==> src/hdl/docd_pkg.sv <==
`timescale 1ns / 1ps

package docd_pkg;

  // Years are carried with a bias so that every day count stays positive.
  localparam int unsigned YEAR_BIAS = 8000;
  localparam logic [12:0] YEAR_WRAP = 13'(8192 - YEAR_BIAS);

  // Days in one 400-year Gregorian cycle.
  localparam logic [17:0] DAYS_PER_ERA = 18'd146097;

  // Reciprocals for division by constants: floor(2^shift / divisor).
  // The quotient estimate is exact or one low and gets one correction step.
  localparam int unsigned SHIFT_400  = 24;
  localparam int unsigned SHIFT_ERA  = 40;
  localparam int unsigned SHIFT_1460 = 28;
  localparam int unsigned SHIFT_365  = 28;
  localparam logic [15:0] RECIP_400  = 16'((64'd1 << SHIFT_400) / 64'd400);
  localparam logic [22:0] RECIP_ERA  = 23'((64'd1 << SHIFT_ERA) / 64'd146097);
  localparam logic [17:0] RECIP_1460 = 18'((64'd1 << SHIFT_1460) / 64'd1460);
  localparam logic [19:0] RECIP_365  = 20'((64'd1 << SHIFT_365) / 64'd365);

  // Configuration register indexes.
  typedef enum logic [1:0] {
    REG_EPOCH_DAY   = 2'd0,
    REG_EPOCH_MONTH = 2'd1,
    REG_EPOCH_YEAR  = 2'd2
  } cfg_reg_t;

  // Era number and day within the era of a serial day.
  typedef struct packed {
    logic [5:0]  era;
    logic [17:0] doe;
  } era_word_t;

  // Biased March-based year and day within that year.
  typedef struct packed {
    logic [13:0] year_base;
    logic [8:0]  doy;
  } yday_t;

  // Finished calendar date.
  typedef struct packed {
    logic [4:0]  day;
    logic [3:0]  month;
    logic [12:0] year;
  } date_t;

  // Day of the March-based year on which a month starts. A month code of
  // zero counts as January and codes above twelve count as December.
  function automatic logic [8:0] epoch_month_doy(input logic [3:0] month);
    logic [8:0] doy;
    case (month)
      4'd0, 4'd1: doy = 9'd306;
      4'd2:       doy = 9'd337;
      4'd3:       doy = 9'd0;
      4'd4:       doy = 9'd31;
      4'd5:       doy = 9'd61;
      4'd6:       doy = 9'd92;
      4'd7:       doy = 9'd122;
      4'd8:       doy = 9'd153;
      4'd9:       doy = 9'd184;
      4'd10:      doy = 9'd214;
      4'd11:      doy = 9'd245;
      default:    doy = 9'd275;
    endcase
    return doy;
  endfunction

  // Start day of month index mp, where index 0 is March.
  function automatic logic [8:0] month_start(input logic [3:0] mp);
    logic [8:0] doy;
    case (mp)
      4'd0:    doy = 9'd0;
      4'd1:    doy = 9'd31;
      4'd2:    doy = 9'd61;
      4'd3:    doy = 9'd92;
      4'd4:    doy = 9'd122;
      4'd5:    doy = 9'd153;
      4'd6:    doy = 9'd184;
      4'd7:    doy = 9'd214;
      4'd8:    doy = 9'd245;
      4'd9:    doy = 9'd275;
      4'd10:   doy = 9'd306;
      4'd11:   doy = 9'd337;
      default: doy = 9'd0;
    endcase
    return doy;
  endfunction

  // Number of whole centuries in a year of era (below 400).
  function automatic logic [1:0] centuries(input logic [8:0] yoe);
    return 2'(yoe >= 9'd100) + 2'(yoe >= 9'd200) + 2'(yoe >= 9'd300);
  endfunction

endpackage

==> src/hdl/docd_serial.sv <==
`timescale 1ns / 1ps

module docd_serial (
  input  logic               clk,
  input  logic               rst,
  input  logic               in_valid,
  input  logic signed [19:0] day_offset,
  input  logic [4:0]         epoch_day,
  input  logic [3:0]         epoch_month,
  input  logic [11:0]        epoch_year,
  output logic               out_valid,
  output logic [22:0]        serial
);
  import docd_pkg::*;

  logic [4:0] valid;

  logic signed [19:0] off1, off2, off3, off4;
  logic [4:0]         day1, day2, day3, day4;
  logic [8:0]         mdoy1, mdoy2, mdoy3;
  logic [13:0]        year1, year2;
  logic [4:0]         q2;
  logic [4:0]         era3;
  logic [8:0]         yoe3;
  logic [22:0]        base4;
  logic [17:0]        doe4;
  logic [22:0]        serial5;

  logic [29:0]        prod400;
  logic [13:0]        rem400;
  logic signed [24:0] sum5;

  // Valid bits travel with the word.
  always_ff @(posedge clk) begin
    if (rst) begin
      valid <= '0;
    end else begin
      valid <= {valid[3:0], in_valid};
    end
  end

  // Stage 1: biased year of the month start, shifted back for Jan and Feb.
  always_ff @(posedge clk) begin
    off1  <= day_offset;
    day1  <= epoch_day;
    mdoy1 <= epoch_month_doy(epoch_month);
    year1 <= 14'(epoch_year) + 14'(YEAR_BIAS) - 14'(epoch_month <= 4'd2);
  end

  // Stage 2: era estimate by reciprocal multiply.
  assign prod400 = 30'(year1) * 30'(RECIP_400);

  always_ff @(posedge clk) begin
    off2  <= off1;
    day2  <= day1;
    mdoy2 <= mdoy1;
    year2 <= year1;
    q2    <= prod400[SHIFT_400+4:SHIFT_400];
  end

  // Stage 3: correct the era and take the year of era.
  assign rem400 = year2 - 14'(q2) * 14'd400;

  always_ff @(posedge clk) begin
    off3  <= off2;
    day3  <= day2;
    mdoy3 <= mdoy2;
    if (rem400 >= 14'd400) begin
      era3 <= q2 + 5'd1;
      yoe3 <= 9'(rem400 - 14'd400);
    end else begin
      era3 <= q2;
      yoe3 <= 9'(rem400);
    end
  end

  // Stage 4: days before the era and days within the era.
  always_ff @(posedge clk) begin
    off4  <= off3;
    day4  <= day3;
    base4 <= 23'(era3) * 23'(DAYS_PER_ERA);
    doe4  <= 18'(yoe3) * 18'd365 + 18'(yoe3 >> 2) - 18'(centuries(yoe3))
             + 18'(mdoy3);
  end

  // Stage 5: add the epoch day and the offset; the sum is always positive.
  assign sum5 = $signed({2'b00, base4}) + $signed({7'b0, doe4})
              + $signed({20'b0, day4}) - 25'sd1 + 25'(off4);

  always_ff @(posedge clk) begin
    serial5 <= sum5[22:0];
  end

  assign out_valid = valid[4];
  assign serial    = serial5;

endmodule

==> src/hdl/docd_era.sv <==
`timescale 1ns / 1ps

module docd_era (
  input  logic                      clk,
  input  logic                      rst,
  input  logic                      in_valid,
  input  logic [22:0]               serial,
  output logic                      out_valid,
  output docd_pkg::era_word_t       out_word
);
  import docd_pkg::*;

  logic [1:0]  valid;
  logic [22:0] serial6;
  logic [5:0]  q6;
  era_word_t   word7;

  logic [45:0] prod_era;
  logic [22:0] rem_era;

  always_ff @(posedge clk) begin
    if (rst) begin
      valid <= '0;
    end else begin
      valid <= {valid[0], in_valid};
    end
  end

  // Stage 6: era estimate by reciprocal multiply.
  assign prod_era = 46'(serial) * 46'(RECIP_ERA);

  always_ff @(posedge clk) begin
    serial6 <= serial;
    q6      <= prod_era[SHIFT_ERA+5:SHIFT_ERA];
  end

  // Stage 7: correct the era and keep the day of era.
  assign rem_era = serial6 - 23'(q6) * 23'(DAYS_PER_ERA);

  always_ff @(posedge clk) begin
    if (rem_era >= 23'(DAYS_PER_ERA)) begin
      word7.era <= q6 + 6'd1;
      word7.doe <= 18'(rem_era - 23'(DAYS_PER_ERA));
    end else begin
      word7.era <= q6;
      word7.doe <= 18'(rem_era);
    end
  end

  assign out_valid = valid[1];
  assign out_word  = word7;

endmodule

==> src/hdl/docd_year.sv <==
`timescale 1ns / 1ps

module docd_year (
  input  logic                  clk,
  input  logic                  rst,
  input  logic                  in_valid,
  input  docd_pkg::era_word_t   in_word,
  output logic                  out_valid,
  output docd_pkg::yday_t       out_word
);
  import docd_pkg::*;

  logic [5:0] valid;

  era_word_t  w8, w9, w10, w11, w12;
  logic [6:0] q8, q9;
  logic [2:0] cent8, cent9;
  logic       last8, last9;
  logic [17:0] x10, x11;
  logic [8:0]  yq11, yoe12;
  yday_t       word13;

  logic [35:0] prod1460;
  logic [17:0] rem1460;
  logic [37:0] prod365;
  logic [17:0] rem365;

  always_ff @(posedge clk) begin
    if (rst) begin
      valid <= '0;
    end else begin
      valid <= {valid[4:0], in_valid};
    end
  end

  // Stage 8: leap-day count estimate and the century corrections.
  assign prod1460 = 36'(in_word.doe) * 36'(RECIP_1460);

  always_ff @(posedge clk) begin
    w8    <= in_word;
    q8    <= prod1460[SHIFT_1460+6:SHIFT_1460];
    cent8 <= 3'(in_word.doe >= 18'd36524) + 3'(in_word.doe >= 18'd73048)
           + 3'(in_word.doe >= 18'd109572) + 3'(in_word.doe >= 18'd146096);
    last8 <= in_word.doe >= 18'd146096;
  end

  // Stage 9: correct the leap-day count.
  assign rem1460 = w8.doe - 18'(q8) * 18'd1460;

  always_ff @(posedge clk) begin
    w9    <= w8;
    cent9 <= cent8;
    last9 <= last8;
    q9    <= (rem1460 >= 18'd1460) ? q8 + 7'd1 : q8;
  end

  // Stage 10: day of era with leap days taken out.
  always_ff @(posedge clk) begin
    w10 <= w9;
    x10 <= w9.doe - 18'(q9) + 18'(cent9) - 18'(last9);
  end

  // Stage 11: year of era estimate.
  assign prod365 = 38'(x10) * 38'(RECIP_365);

  always_ff @(posedge clk) begin
    w11  <= w10;
    x11  <= x10;
    yq11 <= prod365[SHIFT_365+8:SHIFT_365];
  end

  // Stage 12: correct the year of era.
  assign rem365 = x11 - 18'(yq11) * 18'd365;

  always_ff @(posedge clk) begin
    w12   <= w11;
    yoe12 <= (rem365 >= 18'd365) ? yq11 + 9'd1 : yq11;
  end

  // Stage 13: day of year and biased year.
  always_ff @(posedge clk) begin
    word13.doy       <= 9'(w12.doe - (18'(yoe12) * 18'd365 + 18'(yoe12 >> 2)
                        - 18'(centuries(yoe12))));
    word13.year_base <= 14'(w12.era) * 14'd400 + 14'(yoe12);
  end

  assign out_valid = valid[5];
  assign out_word  = word13;

endmodule

==> src/hdl/docd_month.sv <==
`timescale 1ns / 1ps

module docd_month (
  input  logic              clk,
  input  logic              rst,
  input  logic              in_valid,
  input  docd_pkg::yday_t   in_word,
  output logic              out_valid,
  output docd_pkg::date_t   out_date
);
  import docd_pkg::*;

  logic [1:0] valid;
  yday_t      w14;
  logic [3:0] mp14;
  date_t      date15;
  logic [3:0] mp_count;
  logic [3:0] month15;

  always_ff @(posedge clk) begin
    if (rst) begin
      valid <= '0;
    end else begin
      valid <= {valid[0], in_valid};
    end
  end

  // Stage 14: month index from the month start table.
  always_comb begin
    mp_count = '0;
    for (int k = 1; k < 12; k++) begin
      mp_count = mp_count + 4'(in_word.doy >= month_start(4'(k)));
    end
  end

  always_ff @(posedge clk) begin
    w14  <= in_word;
    mp14 <= mp_count;
  end

  // Stage 15: day, calendar month and unbiased year.
  assign month15 = (mp14 < 4'd10) ? mp14 + 4'd3 : mp14 - 4'd9;

  always_ff @(posedge clk) begin
    date15.day   <= 5'(w14.doy - month_start(mp14) + 9'd1);
    date15.month <= month15;
    date15.year  <= w14.year_base[12:0] + YEAR_WRAP + 13'(mp14 >= 4'd10);
  end

  assign out_valid = valid[1];
  assign out_date  = date15;

endmodule

==> src/hdl/day_offset_to_calendar_date.sv <==
`timescale 1ns / 1ps

// Converts a signed day offset into the Gregorian date that lies that many
// days from a programmable epoch (30 Dec 1899 after reset). The block is a
// 15-stage pipeline: a word is accepted at every clock edge where start is
// high, busy never rises, and each result appears on the result ports with
// done high for exactly one cycle, in the order of the starts. The pipeline
// holds four constant divisions (by 400, by the era length, by the four-year
// length and by the year length), each done as a reciprocal multiply
// followed by a one-step correction stage.
// The results cannot be held off, so the receiver must take every word in
// the cycle it is shown.
// The epoch registers may be written only while no conversion is in flight.
module day_offset_to_calendar_date (
  input  logic               clk,
  input  logic               rst,
  input  logic               start,
  output logic               busy,
  input  logic signed [19:0] day_offset,
  input  logic               wr_en,
  input  logic [1:0]         wr_index,
  input  logic [11:0]        wr_data,
  output logic               done,
  output logic [4:0]         result_day,
  output logic [3:0]         result_month,
  output logic [12:0]        result_year
);
  import docd_pkg::*;

  localparam int unsigned PIPE_LATENCY = 15;
  localparam logic [3:0]  MONTH_FEB    = 4'd2;

  logic        accept;
  logic [4:0]  epoch_day;
  logic [3:0]  epoch_month;
  logic [11:0] epoch_year;

  logic        serial_valid;
  logic [22:0] serial;
  logic        era_valid;
  era_word_t   era_word;
  logic        yday_valid;
  yday_t       yday_word;
  date_t       date;

  // The pipeline takes a word every cycle.
  assign busy   = 1'b0;
  assign accept = start & ~busy;

  // Epoch registers.
  always_ff @(posedge clk) begin
    if (rst) begin
      epoch_day   <= 5'd30;
      epoch_month <= 4'd12;
      epoch_year  <= 12'd1899;
    end else if (wr_en) begin
      unique case (cfg_reg_t'(wr_index))
        REG_EPOCH_DAY:   epoch_day   <= wr_data[4:0];
        REG_EPOCH_MONTH: epoch_month <= wr_data[3:0];
        REG_EPOCH_YEAR:  epoch_year  <= wr_data;
        default: ;
      endcase
    end
  end

  // Epoch plus offset to serial day.
  docd_serial u_serial (
    .clk         (clk),
    .rst         (rst),
    .in_valid    (accept),
    .day_offset  (day_offset),
    .epoch_day   (epoch_day),
    .epoch_month (epoch_month),
    .epoch_year  (epoch_year),
    .out_valid   (serial_valid),
    .serial      (serial)
  );

  // Serial day to era and day of era.
  docd_era u_era (
    .clk       (clk),
    .rst       (rst),
    .in_valid  (serial_valid),
    .serial    (serial),
    .out_valid (era_valid),
    .out_word  (era_word)
  );

  // Day of era to year and day of year.
  docd_year u_year (
    .clk       (clk),
    .rst       (rst),
    .in_valid  (era_valid),
    .in_word   (era_word),
    .out_valid (yday_valid),
    .out_word  (yday_word)
  );

  // Day of year to month and day.
  docd_month u_month (
    .clk       (clk),
    .rst       (rst),
    .in_valid  (yday_valid),
    .in_word   (yday_word),
    .out_valid (done),
    .out_date  (date)
  );

  assign result_day   = date.day;
  assign result_month = date.month;
  assign result_year  = date.year;

  // Every result comes from a word started a fixed time before.
  assert property (@(posedge clk) disable iff (rst)
    done |-> $past(accept, PIPE_LATENCY))
    else $error("result without a matching start");

  // Day and month fields stay in their calendar ranges.
  assert property (@(posedge clk) disable iff (rst)
    done |-> (result_day >= 5'd1 && result_month >= 4'd1 && result_month <= 4'd12))
    else $error("date field out of range");

  // February never runs past its leap day.
  assert property (@(posedge clk) disable iff (rst)
    (done && result_month == MONTH_FEB) |-> result_day <= 5'd29)
    else $error("February day beyond 29");

endmodule
==> config.mk <==
export PLATFORM = sky130hd
export DESIGN_NAME = day_offset_to_calendar_date
export DESIGN_NICKNAME = d
export VERILOG_FILES = /design/src/hdl/docd_pkg.sv /design/src/hdl/docd_serial.sv /design/src/hdl/docd_era.sv /design/src/hdl/docd_year.sv /design/src/hdl/docd_month.sv /design/src/hdl/day_offset_to_calendar_date.sv
export SDC_FILE = /design/constraint.sdc
export NUM_CORES = 2
export LEC_CHECK = 0
export BUFFER_PORTS_ARGS = -buffer_cell sky130_fd_sc_hd__buf_4
export CORE_UTILIZATION = 38
export CTS_CLUSTER_SIZE = 40
export DETAILED_ROUTE_END_ITERATION = 8
export GPL_TIMING_DRIVEN = 0
export HOLD_SLACK_MARGIN = 0.03
export PLACE_DENSITY = 0.56
export SLEW_MARGIN = 20
export SYNTH_ARGS = -nofsm -noshare
export SYNTH_HDL_FRONTEND = slang
export SYNTH_HIERARCHICAL = 1
export SYNTH_SLANG_ARGS = --single-unit
==> constraint.sdc <==
create_clock -name clk -period 5.63 [get_ports clk]
set_input_delay 0.8445 -clock clk [delete_from_list [all_inputs] [get_ports clk]]
set_output_delay 0.8445 -clock clk [all_outputs]
set_load 0.01 [all_outputs]
## Word-level counts from Yosys, hierarchy flattened

Memories as Yosys holds them, arrays and structs flattened. A register that Yosys moved wholly into a read port is not among the register bits.
Cells that the tools add are included.

| operators by class | value |
|---|---|
| add/sub/neg operators | 49 |
| $mul | 12 |
| order comparisons | 28 |
| equal/unequal tests | 2 |
| multiplexer cells | 6 |
| reduce and logical (&&, ||, !) cells | 4 |

Operator list:

| cell | number |
|---|---|
| $ge 9x8->1 const B | 6 |
| $mul 23x23->46 const B | 1 |
| $ge 9x9->1 const B | 5 |
| $mul 18x20->37 const B | 1 |
| $add 4x1->4 | 9 |
| $ge 18x17->1 const B | 2 |
| $ge 9x7->1 const B | 4 |
| $mul 9x9->18 const B | 2 |
| $sub 18x18->18 | 2 |
| $mul 18x18->35 const B | 1 |
| $mul 14x16->29 const B | 1 |
| $mux 24 | 1 |
| $add 23x18->23 | 1 |
| $add 23x20->23 | 1 |
| $add 23x6->23 | 1 |
| $ge 23x18->1 const B | 1 |
| $mul 5x18->23 const B | 1 |
| $mul 6x18->23 const B | 1 |
| $sub 23x2->23 const B | 1 |
| $sub 23x23->23 | 1 |
| $add 18x3->18 | 1 |
| $add 18x7->18 | 1 |
| $add 18x9->18 | 1 |
| $ge 18x11->1 const B | 1 |
| 45 further kinds | 54 |

| storage, ports and cells | value |
|---|---|
| bits in registers | 553 |
| bits in read-only memories | 288 |
| logic and storage cells | 160 |
| memories | 2 |

Memories:

| name | words | bits a word | read ports | clocked after Yosys merged registers in | wr ports | RTL line | source |
|---|---|---|---|---|---|---|---|
| (no name shown) | 16 | 9 | 1 | 1 | 0 | docd_pkg.sv:73 | `case (mp)` |
| (no name shown) | 16 | 9 | 1 | 1 | 0 | docd_pkg.sv:53 | `case (month)` |

## Longest topological paths before layout

| depth | value |
|---|---|
| word-level depth | 11 |
| gate-level depth with buffers | 25 |
| mapped depth without buffers | 24 |

## Hierarchy

The synthesis kept the hierarchy.

By module, submodules not included:

| module | times used | cells each | area an instance (µm²) | seq. area each (µm²) |
|---|---|---|---|---|
| docd_year | 1 | 2,256 | 23,229.8 | 3,963.8 |
| docd_serial | 1 | 1,546 | 16,355.7 | 4,864.7 |
| docd_era | 1 | 1,305 | 13,003.7 | 1,101.1 |
| docd_month | 1 | 217 | 2,269.7 | 1,021.0 |
| day_offset_to_calendar_date | 1 | 91 | 902.1 | 420.4 |

## Least setup slack after synthesis

No wires, ideal clock.

| path | value |
|---|---|
| path type | register to register |
| start point | register u_serial.serial5[3], in the netlist u_serial/serial[3] |
| end point | register u_era.q6[5] |
| library setup time | 0.072 ns |
| arrival time | 6.138 ns |
| data required time | 5.558 ns |
| path slack | -0.580 ns |
| stages on the path, launching flop included | 22 |
| buffers on the path | 0 |
| clock period less this slack | 6.210 ns |
| cell sequence | dfxtp_1 inv_1 fa_1 inv_1 fa_1 inv_1 fa_1 fa_1 fa_1 fa_1 fa_1 inv_1 ha_1 a21o_1 a21o_1 a211oi_1 nand2b_1 a221oi_1 a41oi_1 a31o_2 a21oi_1 xnor2_1 |

| on the way | value |
|---|---|
| cells in the longest elaborated chain, start to end | 1 |

RTL lines:

| item | RTL line | source |
|---|---|---|
| start, declared | docd_serial.sv:27 | `logic [22:0] serial5;` |
| start signal, assigned | docd_serial.sv:91 | `serial5 <= sum5[22:0];` |
| $mul 23x23->46 | docd_era.sv:30 | `assign prod_era = 46'(serial) * 46'(RECIP_ERA);` |
| via u_era.prod_era[45] | docd_era.sv:18 | `logic [45:0] prod_era;` |
| end signal, assigned | docd_era.sv:34 | `q6 <= prod_era[SHIFT_ERA+5:SHIFT_ERA];` |
| end, declared | docd_era.sv:15 | `logic [5:0] q6;` |

The timed path passes the listed nets, and every way through them passes these cells.
A chain may end at the register's enable or synchronous reset.

## Final worst setup path

Ends and elaborated chain as after synthesis.

==> out/results.tsv <==
stage	metric	value	unit
clocking	CTS tree	done	
timing	min Tclk post-route	5.99	ns
floorplan	initial core utilization	0.383	
global_route	gr usage total	0.161	
worst_setup_path	slowest stage delay, CP	0.55	ns
floorplan	Die Width	385	µm
detailed_routing	routed len/inst	15.1	µm
clocking	Reg clk slew, reported paths	0.06	ns
global_route	first-pass GRT wire length	190000	µm
timing	Max Slew Vio Count	0	
floorplan	Die ar.	148000	µm²
worst_setup_path	r2r endpoint	u_era/q6[5]	
placed_design	DP Wirelength	96000	µm
yosys	Post-Syn Instances	5406	
floorplan	Ports	62	
global_route	number of global-route vias before repair	37303	
run_status	failing checks	negative setup slack	
clocking	clock tree root buffer cell	clkbuf_16	
timing	worst setup margin	-0.364	ns
timing	Worst slew margin	0.528	
detailed_routing	via total after detailed routing	35923	
worst_setup_path	Worst R2R Start	u_serial/serial[3]	
floorplan	core area	146000	µm²
clocking	clock tree buffer depth	3	
timing	final hold violations	0	
placed_design	routability-driven placement congestion ratio	0.878	
detailed_routing	# DRC	0	
cells_and_area	layout cell share with drive strength beyond 1	0.127	
detailed_routing	Vias/cell	4.68	
clocking	clk sinks	567	
global_route	GRT overflow	0	
cells_and_area	Synth-to-Final Area Change	14.5	%
floorplan	num rows	140	
cells_and_area	Fillers	13767	
clocking	worst skew pair latency	0.67	ns
worst_setup_path	CP startpoint kind	flop	
worst_hold_path	Worst Min Path Start	day_offset[18]	
worst_setup_path	CP endpoint kind	flop	
detailed_routing	total wire length	116000	µm
worst_hold_path	HP Class	in -> reg	
detailed_routing	TritonRoute pass-1 iters	5	
clocking	H-tree lvl count	3	
timing	fin crit share	1.06	
cells_and_area	Final nets	7605	
yosys	Yosys warning count	6	
yosys	post-synthesis cell area	55700	µm²
timing	RSZ-0062 raised after global routing	true	
detailed_routing	DRT antenna net count	0	
placed_design	IO buf count	60	
worst_setup_path	reg-to-reg slack, setup	-0.36	ns
timing	Max Clock Skew	0.0657	ns
worst_setup_path	Slowest cell on crit path	fa_1	
clocking	cts hold-fix bufs	0	
clocking	CTS Buf Count	68	
worst_setup_path	Critical Path RT	6.22	ns
timing	setup TNS	-1.64	ns
worst_setup_path	CP Cell Sequence	buf_12, ha_1, ha_1, fa_1, inv_1, fa_1, inv_1, fa_1, fa_1, fa_1, ha_1, a21o_1, a2111oi_1, o21ai_1, a32oi_2, a41oi_2, buf_6, a31o_4, a21oi_2, xnor2_1	
timing	final setup violation count	9	
worst_setup_path	Crit path arrival time	6.58	ns
worst_setup_path	critical path peak fanout	4	
timing	Slew @ Worst Pin	0.699	ns
global_route	largest net degree at the start of global routing	17	
job	# Max-Cap Violations	0	
yosys	Post-Syn Area per Cell	10.3	µm²
floorplan	Die Y	385	µm
yosys	syn_nets	7314	
run_status	status	finished with violations	
worst_setup_path	path depth of the worst reg2reg path	20	
worst_setup_path	Most Frequent Cell on Critical Path	fa_1	
worst_hold_path	Hold Path End	u_serial/off1[18]	
worst_hold_path	Hold Crit Depth	1	
worst_setup_path	kind of critical path	reg -> reg	
detailed_routing	First DRT Iteration DRCs	1522	
timing	f_max	167	MHz
global_route	initial antenna violation count	1	
==> critical path: cells and delay by family, from the launching register on <==
family / cells / cell delay (ns)
DFF: 1 / 0.37
AOI/OAI and AO/OA: 7 / 1.50
adders and majority gates: 8 / 3.51
buffers and inverters: 4 / 0.38
xor gates and xnor gates: 1 / 0.12
==> layout make-up <==
cell class,instances,area [µm²],share of cell area
multi-input combinational,3419,40100,0.629
sequential,567,11600,0.182
inverter,1384,5220,0.0819
tap,1917,2400,0.0376
clock buffer,88,1910,0.0299
timing repair buffer,223,1770,0.0277
clock inverter,35,473,0.00742
buffer,34,230,0.00361
antenna,1,2.50,0.0000392
==> state kept, by name, indices dropped and copies added (netlist names), 12 cells and up, named ones only <==
register and cells:
u_era/out_word 24, u_year/w8 24, u_year/w9 24, u_era/serial6 23, u_serial/base4 23, u_serial/serial 23
u_month/out_date 22, u_year/out_word 22, u_serial/off1 20, u_serial/off2 20, u_serial/off3 20, u_serial/off4 20
u_month/w14 18, u_serial/doe4 18, u_year/x10 18, u_year/x11 18, u_year/w10 15, u_year/w11 15
u_year/w12 15, u_serial/year1 14, u_serial/year2 14, epoch_year 12
==> routing by layer <==
layer,up-vias,routed length [µm],GRT usage
li1,17874,-,-
met1,17506,55700,0.221
met2,423,54400,0.267
met3,118,3730,0.0220
met4,2,1840,0.0348
met5,-,58,0
==> how the worst max path moves through the flow <==
stage / slack [ns] / to / start
floorplan: 0.0003 / u_era/q6[3] / u_serial/serial[6]
global placement: -1.60 / u_year/q8[6] / u_era/out_word[9]
detailed placement: -1.24 / u_year/q8[6] / u_era/out_word[9]
CTS: -0.48 / u_era/q6[5] / u_serial/serial[3]
global route: -0.56 / u_era/q6[5] / u_serial/serial[3]
finish: -0.36 / u_era/q6[5] / u_serial/serial[3]
==> per-stage QoR <==
stage	util	hold slack [ns]	worst slack (ns)	instances	area [µm²]
finish	0.438	0.278	-0.364	7668	63800
detailed placement	0.403	0.312	-1.24	7383	58700
global route	0.438	0.230	-0.557	7667	63800
floorplan	-	0.310	0.000250	5406	55800
global placement	0.403	0.310	-1.60	7383	58700
CTS	0.426	0.213	-0.483	7563	62100
==> cell usage in the layout, fill, tap and decap left out, types with 12 or more instances in the layout <==
cell,count
and2_1,14
o211ai_1,19
nor2_1,164
a21o_1,82
xor2_1,64
o21bai_1,21
o21ai_0,98
ha_4,38
inv_1,1352
ha_1,1122
ha_2,14
dfxtp_2,24
or2_2,22
a21oi_2,18
fa_2,36
nand2b_1,32
a31oi_1,18
nor3_1,44
and3_1,29
mux2i_1,35
clkbuf_1,23
a211oi_1,18
buf_4,209
nand2_1,108
a211o_1,12
nand4_1,32
inv_2,24
nand3_1,37
buf_6,18
clkbuf_16,69
nor2b_1,47
fa_1,660
dfxtp_4,66
o21a_1,40
a21oi_1,136
or3_1,13
dfxtp_1,477
xnor2_1,174
==> what timing repair did <==
item,4_1_cts,5_1_grt
pin swaps,95,120
cloned,0,0
resized for setup,181,193
buffers inserted,58,105
setup endpoints to repair,67,63
Power is left out: the tool's default activity adds up to more than one toggle a clock period on the data nets, which glitch-free logic cannot reach.
